$ cat src/rtl/core/bsrs_pkg.sv
// Package for the bus shift register sequencer.
// Holds item and configuration types, register indexes and sizing constants.
// Depends on nothing; every other file of the block imports it.
`default_nettype none

package bsrs_pkg;

	localparam int STEP_COUNT     = 16;
	localparam int RING_STEPS     = 8;
	localparam int BUS_COUNT      = 3;
	localparam int PITCH_BITS     = 8;
	localparam int LANE_BITS      = (PITCH_BITS < 8) ? PITCH_BITS : 8;
	localparam logic [7:0] LANE_MASK = 8'((1 << LANE_BITS) - 1);
	localparam int CV_BITS        = 11;
	localparam int DIFF_BITS      = 12;
	localparam int WORK_BITS      = 13;
	localparam int PULSE_BITS     = 16;
	localparam int THRESH_BITS    = 17;
	localparam int CFG_INDEX_BITS = 3;
	localparam int CFG_DATA_BITS  = 64;

	// Bus select value that leaves a step on no bus.
	localparam logic [1:0] BUS_NONE = 2'd3;

	// switch_flags bit positions
	localparam int FLAG_SPLIT   = 0;
	localparam int FLAG_FILL    = 1;
	localparam int FLAG_INVERT  = 2;
	localparam int FLAG_AND     = 3;
	localparam int FLAG_RELOAD  = 4;
	localparam int FLAG_MERGE_0 = 5;

	typedef enum logic [1:0] {
		OP_RISE = 2'd0,
		OP_FALL = 2'd1,
		OP_LOAD = 2'd2,
		OP_TICK = 2'd3
	} op_t;

	typedef enum logic [CFG_INDEX_BITS-1:0] {
		REG_LOAD_PATTERN     = 3'd0,
		REG_BUS_ASSIGN       = 3'd1,
		REG_SWITCH_FLAGS     = 3'd2,
		REG_PITCH_A_STEPS    = 3'd3,
		REG_PITCH_B_STEPS    = 3'd4,
		REG_RANDOM_THRESHOLD = 3'd5,
		REG_PULSE_TICKS      = 3'd6,
		REG_CV_LIMIT         = 3'd7
	} reg_index_t;

	typedef struct packed {
		logic [1:0]  operation;
		logic [15:0] random_sample;
	} evt_item_t;

	typedef struct packed {
		logic [BUS_COUNT-1:0]        gate_bits;
		logic [BUS_COUNT-1:0]        trigger_bits;
		logic [CV_BITS-1:0]          cv_a;
		logic [CV_BITS-1:0]          cv_b;
		logic [CV_BITS-1:0]          cv_sum;
		logic signed [DIFF_BITS-1:0] cv_diff;
		logic [STEP_COUNT-1:0]       pattern_now;
	} res_item_t;

	typedef struct packed {
		logic [STEP_COUNT-1:0]   load_pattern;
		logic [2*STEP_COUNT-1:0] bus_assign;
		logic [7:0]              switch_flags;
		logic [63:0]             pitch_a_steps;
		logic [63:0]             pitch_b_steps;
		logic [THRESH_BITS-1:0]  random_threshold;
		logic [PULSE_BITS-1:0]   pulse_ticks;
		logic [CV_BITS-1:0]      cv_limit;
	} cfg_regs_t;

endpackage

`default_nettype wire

$ cat src/rtl/core/bsrs_cfg.sv
// Configuration register file of the bus shift register sequencer.
// Depends on bsrs_pkg for the register indexes and the cfg_regs_t bundle.
`default_nettype none

module bsrs_cfg (
	input  wire logic                                clk,
	input  wire logic                                arst_n,
	input  wire logic                                cfg_valid,
	output logic                                     cfg_ready,
	input  wire logic [bsrs_pkg::CFG_INDEX_BITS-1:0] cfg_index,
	input  wire logic [bsrs_pkg::CFG_DATA_BITS-1:0]  cfg_data,
	output bsrs_pkg::cfg_regs_t                      regs
);
	import bsrs_pkg::*;

	cfg_regs_t regs_q;

	assign cfg_ready = 1'b1;
	assign regs      = regs_q;

	always_ff @(posedge clk or negedge arst_n) begin
		if (!arst_n) begin
			regs_q.load_pattern     <= '0;
			regs_q.bus_assign       <= '0;
			regs_q.switch_flags     <= '0;
			regs_q.pitch_a_steps    <= '0;
			regs_q.pitch_b_steps    <= '0;
			regs_q.random_threshold <= THRESH_BITS'(32768);
			regs_q.pulse_ticks      <= PULSE_BITS'(48);
			regs_q.cv_limit         <= CV_BITS'(2047);
		end else if (cfg_valid && cfg_ready) begin
			unique case (reg_index_t'(cfg_index))
				REG_LOAD_PATTERN:     regs_q.load_pattern     <= cfg_data[STEP_COUNT-1:0];
				REG_BUS_ASSIGN:       regs_q.bus_assign       <= cfg_data[2*STEP_COUNT-1:0];
				REG_SWITCH_FLAGS:     regs_q.switch_flags     <= cfg_data[7:0];
				REG_PITCH_A_STEPS:    regs_q.pitch_a_steps    <= cfg_data[63:0];
				REG_PITCH_B_STEPS:    regs_q.pitch_b_steps    <= cfg_data[63:0];
				REG_RANDOM_THRESHOLD: regs_q.random_threshold <= cfg_data[THRESH_BITS-1:0];
				REG_PULSE_TICKS:      regs_q.pulse_ticks      <= cfg_data[PULSE_BITS-1:0];
				REG_CV_LIMIT:         regs_q.cv_limit         <= cfg_data[CV_BITS-1:0];
				default: begin
				end
			endcase
		end
	end

endmodule

`default_nettype wire

$ cat src/rtl/core/bsrs_core.sv
// Sequencer state and single-pass event logic: rotate, bus decode, reload,
// trigger pulses, pitch sums and clamps. Depends on bsrs_pkg.
`default_nettype none

module bsrs_core (
	input  wire logic                clk,
	input  wire logic                arst_n,
	input  wire logic                fire,
	input  wire bsrs_pkg::evt_item_t item,
	input  wire bsrs_pkg::cfg_regs_t cfg,
	output bsrs_pkg::res_item_t      result
);
	import bsrs_pkg::*;

	logic [STEP_COUNT-1:0]       step_q;
	logic [BUS_COUNT-1:0]        bus_q;
	logic [BUS_COUNT-1:0]        gate_q;
	logic [BUS_COUNT-1:0]        trig_q;
	logic [PULSE_BITS-1:0]       remain_q [BUS_COUNT];
	logic [CV_BITS-1:0]          cva_q;
	logic [CV_BITS-1:0]          cvb_q;
	logic [CV_BITS-1:0]          cvs_q;
	logic signed [DIFF_BITS-1:0] cvd_q;

	logic [STEP_COUNT-1:0]       step_d;
	logic [BUS_COUNT-1:0]        bus_d;
	logic [BUS_COUNT-1:0]        gate_d;
	logic [BUS_COUNT-1:0]        trig_d;
	logic [PULSE_BITS-1:0]       remain_d [BUS_COUNT];
	logic [CV_BITS-1:0]          cva_d;
	logic [CV_BITS-1:0]          cvb_d;
	logic [CV_BITS-1:0]          cvs_d;
	logic signed [DIFF_BITS-1:0] cvd_d;

	logic                        rnd_bit;
	logic                        fill_a;
	logic [STEP_COUNT-1:0]       rot;
	logic [BUS_COUNT-1:0]        lv;
	logic [BUS_COUNT-1:0]        bus_new;
	logic                        reload;
	logic [STEP_COUNT-1:0]       rise_steps;
	logic signed [WORK_BITS-1:0] sum_a;
	logic signed [WORK_BITS-1:0] sum_b;
	logic signed [WORK_BITS-1:0] sum_s;
	logic signed [WORK_BITS-1:0] sum_d;
	logic signed [WORK_BITS-1:0] lim;
	logic [BUS_COUNT-1:0]        rise_trig;
	logic [PULSE_BITS-1:0]       rise_remain [BUS_COUNT];
	logic [BUS_COUNT-1:0]        tick_trig;
	logic [PULSE_BITS-1:0]       tick_remain [BUS_COUNT];

	// Rotate the ring(s); the bit entering ring A may be random.
	always_comb begin
		rnd_bit = ({1'b0, item.random_sample} <= cfg.random_threshold);
		fill_a  = cfg.switch_flags[FLAG_FILL] ? rnd_bit : step_q[RING_STEPS-1];
		if (!cfg.switch_flags[FLAG_SPLIT]) begin
			rot = {step_q[STEP_COUNT-2:0],
				cfg.switch_flags[FLAG_FILL] ? rnd_bit : step_q[STEP_COUNT-1]};
		end else begin
			rot = {step_q[STEP_COUNT-2:RING_STEPS],
				step_q[STEP_COUNT-1] ^ cfg.switch_flags[FLAG_INVERT],
				step_q[RING_STEPS-2:0], fill_a};
		end
	end

	// Decode buses from set steps, then apply the bus 1 logic gate.
	always_comb begin
		lv = '0;
		for (int b = 0; b < BUS_COUNT; b++) begin
			for (int k = 0; k < STEP_COUNT; k++) begin
				if (rot[k] && (cfg.bus_assign[2*k +: 2] == 2'(b))) begin
					lv[b] = 1'b1;
				end
			end
		end
		bus_new    = lv;
		bus_new[1] = cfg.switch_flags[FLAG_AND] ? (lv[0] & lv[2]) : (lv[1] & ~(lv[0] | lv[2]));
		reload     = cfg.switch_flags[FLAG_RELOAD] && !bus_q[0] && lv[0];
		rise_steps = reload ? cfg.load_pattern : rot;
	end

	// Pitch sums of the set steps of each ring, then clamp.
	always_comb begin
		sum_a = '0;
		sum_b = '0;
		for (int k = 0; k < RING_STEPS; k++) begin
			if (rise_steps[k]) begin
				sum_a = sum_a + WORK_BITS'(cfg.pitch_a_steps[8*k +: 8] & LANE_MASK);
			end
			if (rise_steps[k+RING_STEPS]) begin
				sum_b = sum_b + WORK_BITS'(cfg.pitch_b_steps[8*k +: 8] & LANE_MASK);
			end
		end
		lim   = WORK_BITS'(cfg.cv_limit);
		sum_s = sum_a + sum_b;
		sum_d = sum_a - sum_b;
		cva_d = CV_BITS'((sum_a > lim) ? lim : sum_a);
		cvb_d = CV_BITS'((sum_b > lim) ? lim : sum_b);
		cvs_d = CV_BITS'((sum_s > lim) ? lim : sum_s);
		if (sum_d > lim) begin
			cvd_d = DIFF_BITS'(lim);
		end else if (sum_d < -lim) begin
			cvd_d = DIFF_BITS'(-lim);
		end else begin
			cvd_d = DIFF_BITS'(sum_d);
		end
	end

	// Trigger start on rise and countdown on tick.
	always_comb begin
		rise_trig = trig_q | bus_new;
		tick_trig = trig_q;
		for (int k = 0; k < BUS_COUNT; k++) begin
			rise_remain[k] = remain_q[k];
			if (bus_new[k] && (cfg.pulse_ticks > remain_q[k])) begin
				rise_remain[k] = cfg.pulse_ticks;
			end
			tick_remain[k] = remain_q[k];
			if (trig_q[k]) begin
				if (remain_q[k] != '0) begin
					tick_remain[k] = remain_q[k] - PULSE_BITS'(1);
				end else begin
					tick_trig[k] = 1'b0;
				end
			end
		end
	end

	// Select the next state by event kind; the sums hold except on rise.
	always_comb begin
		step_d   = step_q;
		bus_d    = bus_q;
		gate_d   = gate_q;
		trig_d   = trig_q;
		remain_d = remain_q;
		unique case (op_t'(item.operation))
			OP_RISE: begin
				step_d   = rise_steps;
				bus_d    = bus_new;
				gate_d   = bus_new;
				trig_d   = rise_trig;
				remain_d = rise_remain;
			end
			OP_FALL: begin
				gate_d = gate_q & bus_q & cfg.switch_flags[FLAG_MERGE_0 +: BUS_COUNT];
			end
			OP_LOAD: begin
				step_d = cfg.load_pattern;
			end
			OP_TICK: begin
				trig_d   = tick_trig;
				remain_d = tick_remain;
			end
			default: begin
			end
		endcase
	end

	always_ff @(posedge clk or negedge arst_n) begin
		if (!arst_n) begin
			step_q <= '0;
			bus_q  <= '0;
			gate_q <= '0;
			trig_q <= '0;
			cva_q  <= '0;
			cvb_q  <= '0;
			cvs_q  <= '0;
			cvd_q  <= '0;
			for (int k = 0; k < BUS_COUNT; k++) begin
				remain_q[k] <= '0;
			end
		end else if (fire) begin
			step_q   <= step_d;
			bus_q    <= bus_d;
			gate_q   <= gate_d;
			trig_q   <= trig_d;
			remain_q <= remain_d;
			if (op_t'(item.operation) == OP_RISE) begin
				cva_q <= cva_d;
				cvb_q <= cvb_d;
				cvs_q <= cvs_d;
				cvd_q <= cvd_d;
			end
		end
	end

	// Result of the item being processed, from the state it leaves behind.
	always_comb begin
		result.gate_bits    = gate_d;
		result.trigger_bits = trig_d;
		result.pattern_now  = step_d;
		if (op_t'(item.operation) == OP_RISE) begin
			result.cv_a    = cva_d;
			result.cv_b    = cvb_d;
			result.cv_sum  = cvs_d;
			result.cv_diff = cvd_d;
		end else begin
			result.cv_a    = cva_q;
			result.cv_b    = cvb_q;
			result.cv_sum  = cvs_q;
			result.cv_diff = cvd_q;
		end
	end

endmodule

`default_nettype wire

$ cat src/rtl/core/bus_shift_register_sequencer_top.sv
// Top level of the bus shift register sequencer: input register, event core,
// result register and configuration registers. Depends on bsrs_pkg,
// bsrs_cfg and bsrs_core.
//
//   channel  handshake             payload        direction
//   evt      evt_valid/evt_stall   evt_item_t     in  (one event per item)
//   res      res_valid/res_stall   res_item_t     out (one result per event)
//   cfg      cfg_valid/cfg_ready   index + data   in  (register writes)
//
// An accepted event item sits in the input register while the event logic
// works on it, and fire loads its result into the result register, which
// drives res. One item can be accepted every cycle while evt_stall is low.
// A stall on res holds the result register and, once the input register is
// also full, raises evt_stall. arst_n clears all valid flags and sequencer
// state and loads register reset values.
`default_nettype none

module bus_shift_register_sequencer_top (
	input  wire logic                                clk,
	input  wire logic                                arst_n,
	input  wire logic                                evt_valid,
	output logic                                     evt_stall,
	input  wire bsrs_pkg::evt_item_t                 evt_item,
	output logic                                     res_valid,
	input  wire logic                                res_stall,
	output bsrs_pkg::res_item_t                      res_item,
	input  wire logic                                cfg_valid,
	output logic                                     cfg_ready,
	input  wire logic [bsrs_pkg::CFG_INDEX_BITS-1:0] cfg_index,
	input  wire logic [bsrs_pkg::CFG_DATA_BITS-1:0]  cfg_data
);
	import bsrs_pkg::*;

	cfg_regs_t  cfg;
	evt_item_t  item_s1;
	logic       valid_s1;
	res_item_t  result;
	res_item_t  res_item_q;
	logic       res_valid_q;
	logic       adv_ok;
	logic       fire;
	logic       accept;

	// The result register frees up when empty or when its item is taken.
	assign adv_ok    = !res_valid_q || !res_stall;
	assign fire      = valid_s1 && adv_ok;
	assign evt_stall = valid_s1 && !adv_ok;
	assign accept    = evt_valid && !evt_stall;
	assign res_valid = res_valid_q;
	assign res_item  = res_item_q;

	bsrs_cfg u_cfg (
		.clk       (clk),
		.arst_n    (arst_n),
		.cfg_valid (cfg_valid),
		.cfg_ready (cfg_ready),
		.cfg_index (cfg_index),
		.cfg_data  (cfg_data),
		.regs      (cfg)
	);

	bsrs_core u_core (
		.clk    (clk),
		.arst_n (arst_n),
		.fire   (fire),
		.item   (item_s1),
		.cfg    (cfg),
		.result (result)
	);

	// Input register: load on accept, drop once the item fires.
	always_ff @(posedge clk or negedge arst_n) begin
		if (!arst_n) begin
			valid_s1 <= 1'b0;
		end else if (accept) begin
			valid_s1 <= 1'b1;
		end else if (fire) begin
			valid_s1 <= 1'b0;
		end
	end

	always_ff @(posedge clk) begin
		if (accept) begin
			item_s1 <= evt_item;
		end
	end

	// Result register: hold while stalled, advance on fire.
	always_ff @(posedge clk or negedge arst_n) begin
		if (!arst_n) begin
			res_valid_q <= 1'b0;
		end else if (fire) begin
			res_valid_q <= 1'b1;
		end else if (!res_stall) begin
			res_valid_q <= 1'b0;
		end
	end

	always_ff @(posedge clk) begin
		if (fire) begin
			res_item_q <= result;
		end
	end

endmodule

`default_nettype wire
$ cat config.mk
export PLATFORM = sky130hd
export DESIGN_NAME = bus_shift_register_sequencer_top
export DESIGN_NICKNAME = d
export VERILOG_FILES = /design/src/rtl/core/bsrs_pkg.sv /design/src/rtl/core/bsrs_cfg.sv /design/src/rtl/core/bsrs_core.sv /design/src/rtl/core/bus_shift_register_sequencer_top.sv
export SDC_FILE = /design/constraint.sdc
export NUM_CORES = 1
export LEC_CHECK = 0
export ABC_AREA = 1
export BUFFER_PORTS_ARGS = -buffer_cell sky130_fd_sc_hd__buf_2
export CAP_MARGIN = 15
export CORE_UTILIZATION = 25
export CTS_CLUSTER_DIAMETER = 30
export DETAILED_ROUTE_END_ITERATION = 6
export PLACE_DENSITY_LB_ADDON = 0.05
export SLEW_MARGIN = 20
export SYNTH_ARGS = -nofsm -noshare
export SYNTH_HDL_FRONTEND = slang
export SYNTH_SLANG_ARGS = --single-unit
$ cat constraint.sdc
create_clock -name clk -period 17.36 [get_ports clk]
set_clock_uncertainty 0.2 [all_clocks]
set_input_delay 4.34 -clock clk [delete_from_list [all_inputs] [get_ports clk]]
set_output_delay 4.34 -clock clk [all_outputs]
set_load 0.01 [all_outputs]
== After elaboration in Yosys (flattened, before gate mapping) ==
Index checks and enable logic that the tools add are counted.
W data, S select, Z words.

* Add/subtract/negate cells: 20
* Order comparisons: 9
* Equality and inequality tests: 52
* Muxes and demuxes: 98
* Bitwise operators: 8
* Reduce and logical (&&, ||, !) cells: 97

{| class="wikitable"
|+ Operator list
! kind !! count
|-
| $mux W13 || 14
|-
| $mux W16 || 10
|-
| $add A13 B8 Y13 || 12
|-
| $pmux W48 S2 || 1
|-
| $mux W1 || 61
|-
| $logic_and A1 B1 Y1 || 56
|-
| $gt A13 B12 Y1 || 4
|-
| $gt A16 B16 Y1 || 3
|-
| $reduce_bool A16 Y1 || 3
|-
| $sub A16 B1 Y16 const B || 3
|-
| $mux W45 || 1
|-
| $eq A2 B2 Y1 const B || 18
|-
| $eq A2 B1 Y1 const B || 17
|-
| $logic_not A2 Y1 || 17
|-
| $mux W11 || 3
|-
| $pmux W16 S2 || 1
|-
| $mux W12 || 2
|-
| $ne A2 B1 Y1 const B || 10
|-
| $add A8 B8 Y9 || 2
|-
| $reduce_and A2 Y1 || 9
|-
| $le A16 B17 Y1 || 1
|-
| $mux W8 || 2
|-
| $reduce_and A5 Y1 || 3
|-
| $add A13 B13 Y13 || 1
|-
| 18 further kinds || 30
|}

* Flip-flop bits (word level): 433
* Input port bits: 90
* Output and inout port bits: 70
* Word-level logic and storage cells: 314

== Longest topological paths before layout ==
* Depth after elaboration: 42
* Gate-level depth with buffers: 90

== Modules after synthesis ==
From an unflattened synthesis, not the netlist that was laid out.

* Cell total of the unflattened synthesis: 3840
* Area total of the unflattened synthesis: 29366.9 um^2

{| class="wikitable"
|+ Modules (own cells, without submodules)
! module !! times used !! cells each !! area an instance (um^2)
|-
| bsrs_core || 1 || 2742 || 17898.4
|-
| bsrs_cfg || 1 || 1001 || 8821.0
|-
| bus_shift_register_sequencer_top || 1 || 97 || 2647.5
|}

== Least setup slack after synthesis ==
Ideal clock, no wire load.

* Path type: reg-to-reg
* Start: register u_cfg.regs_q (netlist bit u_cfg.regs[42])
* End: register res_item_q (netlist bit res_item[19]) (data pin)
* Arrival time: 11760 ps
* Path slack: 5147 ps
* Stages on the path, launching flop included: 78
* Path buffers: 5
* Period minus slack after synthesis: 12213 ps
* Cell sequence: dfstp_2 inv_1 ha_1 nand2_2 nor2_4 and2_4 nand2_2 nor2_2 nor2_1 nand2_1 nand3_2 nand2_4 nand2_2 buf_6 buf_6 buf_4 nand2_1 o21ai_1 [42 not listed] nand2_1 nand3_1 nand2_4 buf_6 inv_1 ha_1 nand2_1 nor2_1 nand3_1 o2111ai_1 or2_2 nand2_1 clkbuf_1 o21ai_0 inv_1 nand2_2 nand3_1 nand2_1

{| class="wikitable"
|+ RTL lines
! element !! line !! text
|-
| start, declared || bsrs_cfg.sv:16 || <nowiki>cfg_regs_t regs_q;</nowiki>
|-
| end signal, assigned || bus_shift_register_sequencer_top.sv:101 || <nowiki>res_item_q <= result;</nowiki>
|-
| end, declared || bus_shift_register_sequencer_top.sv:38 || <nowiki>res_item_t res_item_q;</nowiki>
|}

==> out/metrics.csv <==
stage;metric;value;unit
status;status;completed;
cts;clk_path_buf_depth;3;
logic_synthesis;synthAdderAreaFrac;0.1230;
grt;grtUsageMet1;0.2545;
logic_synthesis;synth_area;0.02916;mm^2
logic_synthesis;synth_fp_nets;4102;
grt;groute.usage.overall;0.1883;
logic_synthesis;synth_compound_area_frac;0.1562;
final_layout;fin_area;0.03685;mm^2
timing;slew_headroom;0.3055;
final_layout;synthToLayoutAreaGrowth;26.36;%
timing;grt_setup_unrepaired;no;
logic_synthesis;synth-seq-cells;433;
logic_synthesis;synth_warnings;0;
floorplan;fp.dieW;343.5;um
worst_setup_path;crit_type;reg2reg;
logic_synthesis;async_flop_share;0.8037;
worst_setup_path;end_kind;flip-flop;
routing;via_per_inst;4.528;
final_layout;utilization;0.3205;
cts;cts_tree;built;
grt;grt_use_met3;0.03017;
cts;cts_buffers;151;
logic_synthesis;synth_common_cells;929 x nand2_1, 482 x o21ai_0, 470 x inv_1;
grt;grt_pass1_vias;25800;
hold_path;hold_depth;2;
timing;finalCritPeriodShare;0.8475;
cts;htree_levels;4;
logic_synthesis;yosys.area.top_type;dfrtp_1;
logic_synthesis;yosysMostFrequentCell;nand2_1;
routing;antenna_left;0;
logic_synthesis;avgSynthCellArea;7.807;um^2
placed_design;io_buffers;158;
placed_design;globalplace.congestion;0.8340;
cts;cts_setup_buffers;0;
logic_synthesis;synth_edf_count;85;
worst_setup_path;critPathMaxStageDelay;0.59;ns
timing;hold_viol;0;
timing;max_freq;0.06797;GHz
worst_setup_path;worst-path-max-fanout;30;
grt;grt_remaining_overflow;0;
grt;gr-max-usage-layer;met2;
worst_setup_path;crit_path_frequent_cell;nand2_1;
timing;fin_tns_setup;0;ns
logic_synthesis;synth_top_area_frac;0.2866;
grt;gr-usage-met2;0.3046;
routing;dr.first_iter.drc_count;1305;
cts;clk_latency;0.73;ns
floorplan;initial_utilization;0.2536;
worst_setup_path;cp_data_required_time;17.64;ns
grt;antenna_found_initial;7;
worst_setup_path;rrSetupSlack;2.65;ns
routing;routedWlPerCell;19.57;um
floorplan;ios;160;
cts;cts_sinks;433;
logic_synthesis;yosysSeqAreaShare;0.3868;
routing;vias;25330;
logic_synthesis;yosys-top-cells-area;dfrtp_1 29%, nand2_1 12%, ha_1 11%;
logic_synthesis;synth_simple_gate_area_frac;0.2168;
floorplan;die_h;343.5;um
worst_setup_path;crit_slowest_cell;o21ai_1;
logic_synthesis;synth_top_family_by_area;simple AND/OR/NAND/NOR gates;
placed_design;hpwlAfterDp;83.18;mm
grt;grt_pass1_wl;165.1;mm
cts;path_clk_slew;0.04;ns
logic_synthesis;synth_cell_types;64;
floorplan;coreArea;0.1150;mm^2
floorplan;design.die.area;0.1180;mm^2
final_layout;layout-drive-gt1-share;0.1380;
routing;drc_errors;0;
timing;worst_pin_slew;1.039;ns
worst_setup_path;arrival;14.99;ns
hold_path;hp-class;reg2reg;
logic_synthesis;synth_cells;3735;
timing;maxSlewViolCount;0;
worst_setup_path;r2r_cells;71;
grt;grt_max_degree;114;
flow_run;drv_cap;0;
cts;cts_resized;0;
routing;drt-pass1-iter-count;6;
placed_design;postPlaceCellArea;0.03158;mm^2
logic_synthesis;synth_mux_area_frac;0.0006865;
worst_setup_path;crit_path_start_kind;flip-flop;
cts;cts_hold_buf;0;
logic_synthesis;synthFlopType;dfrtp_1;
timing;fin_crit;14.71;ns
final_layout;nets;4321;
routing;wirelength;109.5;mm
floorplan;num_rows;124;
logic_synthesis;synth-xor-area-share;0.03544;
cts;cts_root_buf;clkbuf_16;
timing;finalSetupViolCount;0;
-- cell type report --
cell class | count | area, um^2
Fill cell | 12240 | 78120
Multi-Input combinational cell | 2694 | 15560
Sequential cell | 433 | 11280
Clock buffer | 218 | 4350
Tap cell | 1512 | 1892
Inverter | 490 | 1839
Timing Repair Buffer | 184 | 1008
Clock inverter | 61 | 908.4
Antenna cell | 2 | 5.005
-- logic make-up (layout without fill, tap and decap cells) --
kind of cell	count (synthesis)	count (layout)
AOI/OAI and AO/OA	826	826
other	1	3
buffers and inverters	608	953
DFF	433	433
xor gates and xnor gates	115	115
and+or+nand+nor	1473	1473
adders and majority gates	277	277
muxes	2	2
-- sequential cells by signal, indices dropped and copies added, names as in the netlist, 3 cells and up --
name,flops
u_core.step_q,16
u_core.cvb_q,11
u_cfg.regs,228
u_core.cvs_q,11
u_core.cva_q,11
u_core.trig_q,3
u_core.gate_q,3
res_item,67
item_s1,18
u_core.bus_q,3
u_core.cvd_q,12
u_core.remain_q,48
-- critical path, delay by kind of cell (launching register included) --
family | cells | cell delay (ns)
XOR/XNOR | 2 | 0.31
adder cells (fa/ha/maj) | 11 | 3.94
AND/OR/NAND/NOR | 32 | 4.33
AO/OA/AOI/OAI | 18 | 4.25
buffers and inverters | 8 | 0.89
flip-flops | 1 | 0.52
-- path summary, 6_finish.rpt --
check,to,start
setup reg to reg,res_item[24],u_cfg.regs[42]
hold reg to reg,u_core.cvd_q[5],u_core.cvd_q[5]
min in group asynchronous,u_cfg.regs[93],arst_n
setup / recovery,res_item[24],u_cfg.regs[42]
max in group asynchronous,u_cfg.regs[27],arst_n
hold / removal,u_core.cvd_q[5],u_core.cvd_q[5]
-- cells in the final DEF, fill, tap and decap left out, types with 21 or more instances in the layout --
master | Yosys | routed
o221ai_1 | 21 | 21
dfrtp_1 | 334 | 334
nand3_1 | 167 | 166
xor2_1 | 88 | 88
buf_2 | 11 | 157
clkbuf_16 | 0 | 151
clkbuf_8 | 0 | 32
o21bai_1 | 28 | 28
nor2_1 | 195 | 193
o21ai_1 | 31 | 32
buf_4 | 4 | 25
nor3_1 | 42 | 41
nand4_1 | 27 | 27
nand2_1 | 929 | 926
a31oi_1 | 44 | 44
nand2_2 | 37 | 38
o21ai_0 | 482 | 481
edfxtp_1 | 85 | 85
xnor2_1 | 25 | 25
a21oi_1 | 158 | 158
clkbuf_1 | 94 | 35
inv_1 | 470 | 469
ha_1 | 261 | 261
-- through the flow --
step / instances / hold slack (ns) / setup WS (ns)
final: 5594 / 0.2720 / 2.647
after floorplan: 3735 / 0.2340 / 5.147
after global placement: 5313 / 0.2629 / 2.515
after CTS: 5592 / 0.2770 / 2.471
after global routing: 5592 / 0.2955 / 1.188
after detailed placement: 5313 / 0.2654 / 2.502
-- per-layer routing --
layer	vias up	share of wire	wire length (um)
li1	12880	-	-
met1	11850	0.48	52740
met2	438	0.46	50360
met3	164	0.033	3651
met4	2	0.025	2713
met5	-	0.00011	12
Power is left out: the tool's default activity adds up to more than one toggle a clock period on the data nets, which glitch-free logic cannot reach.
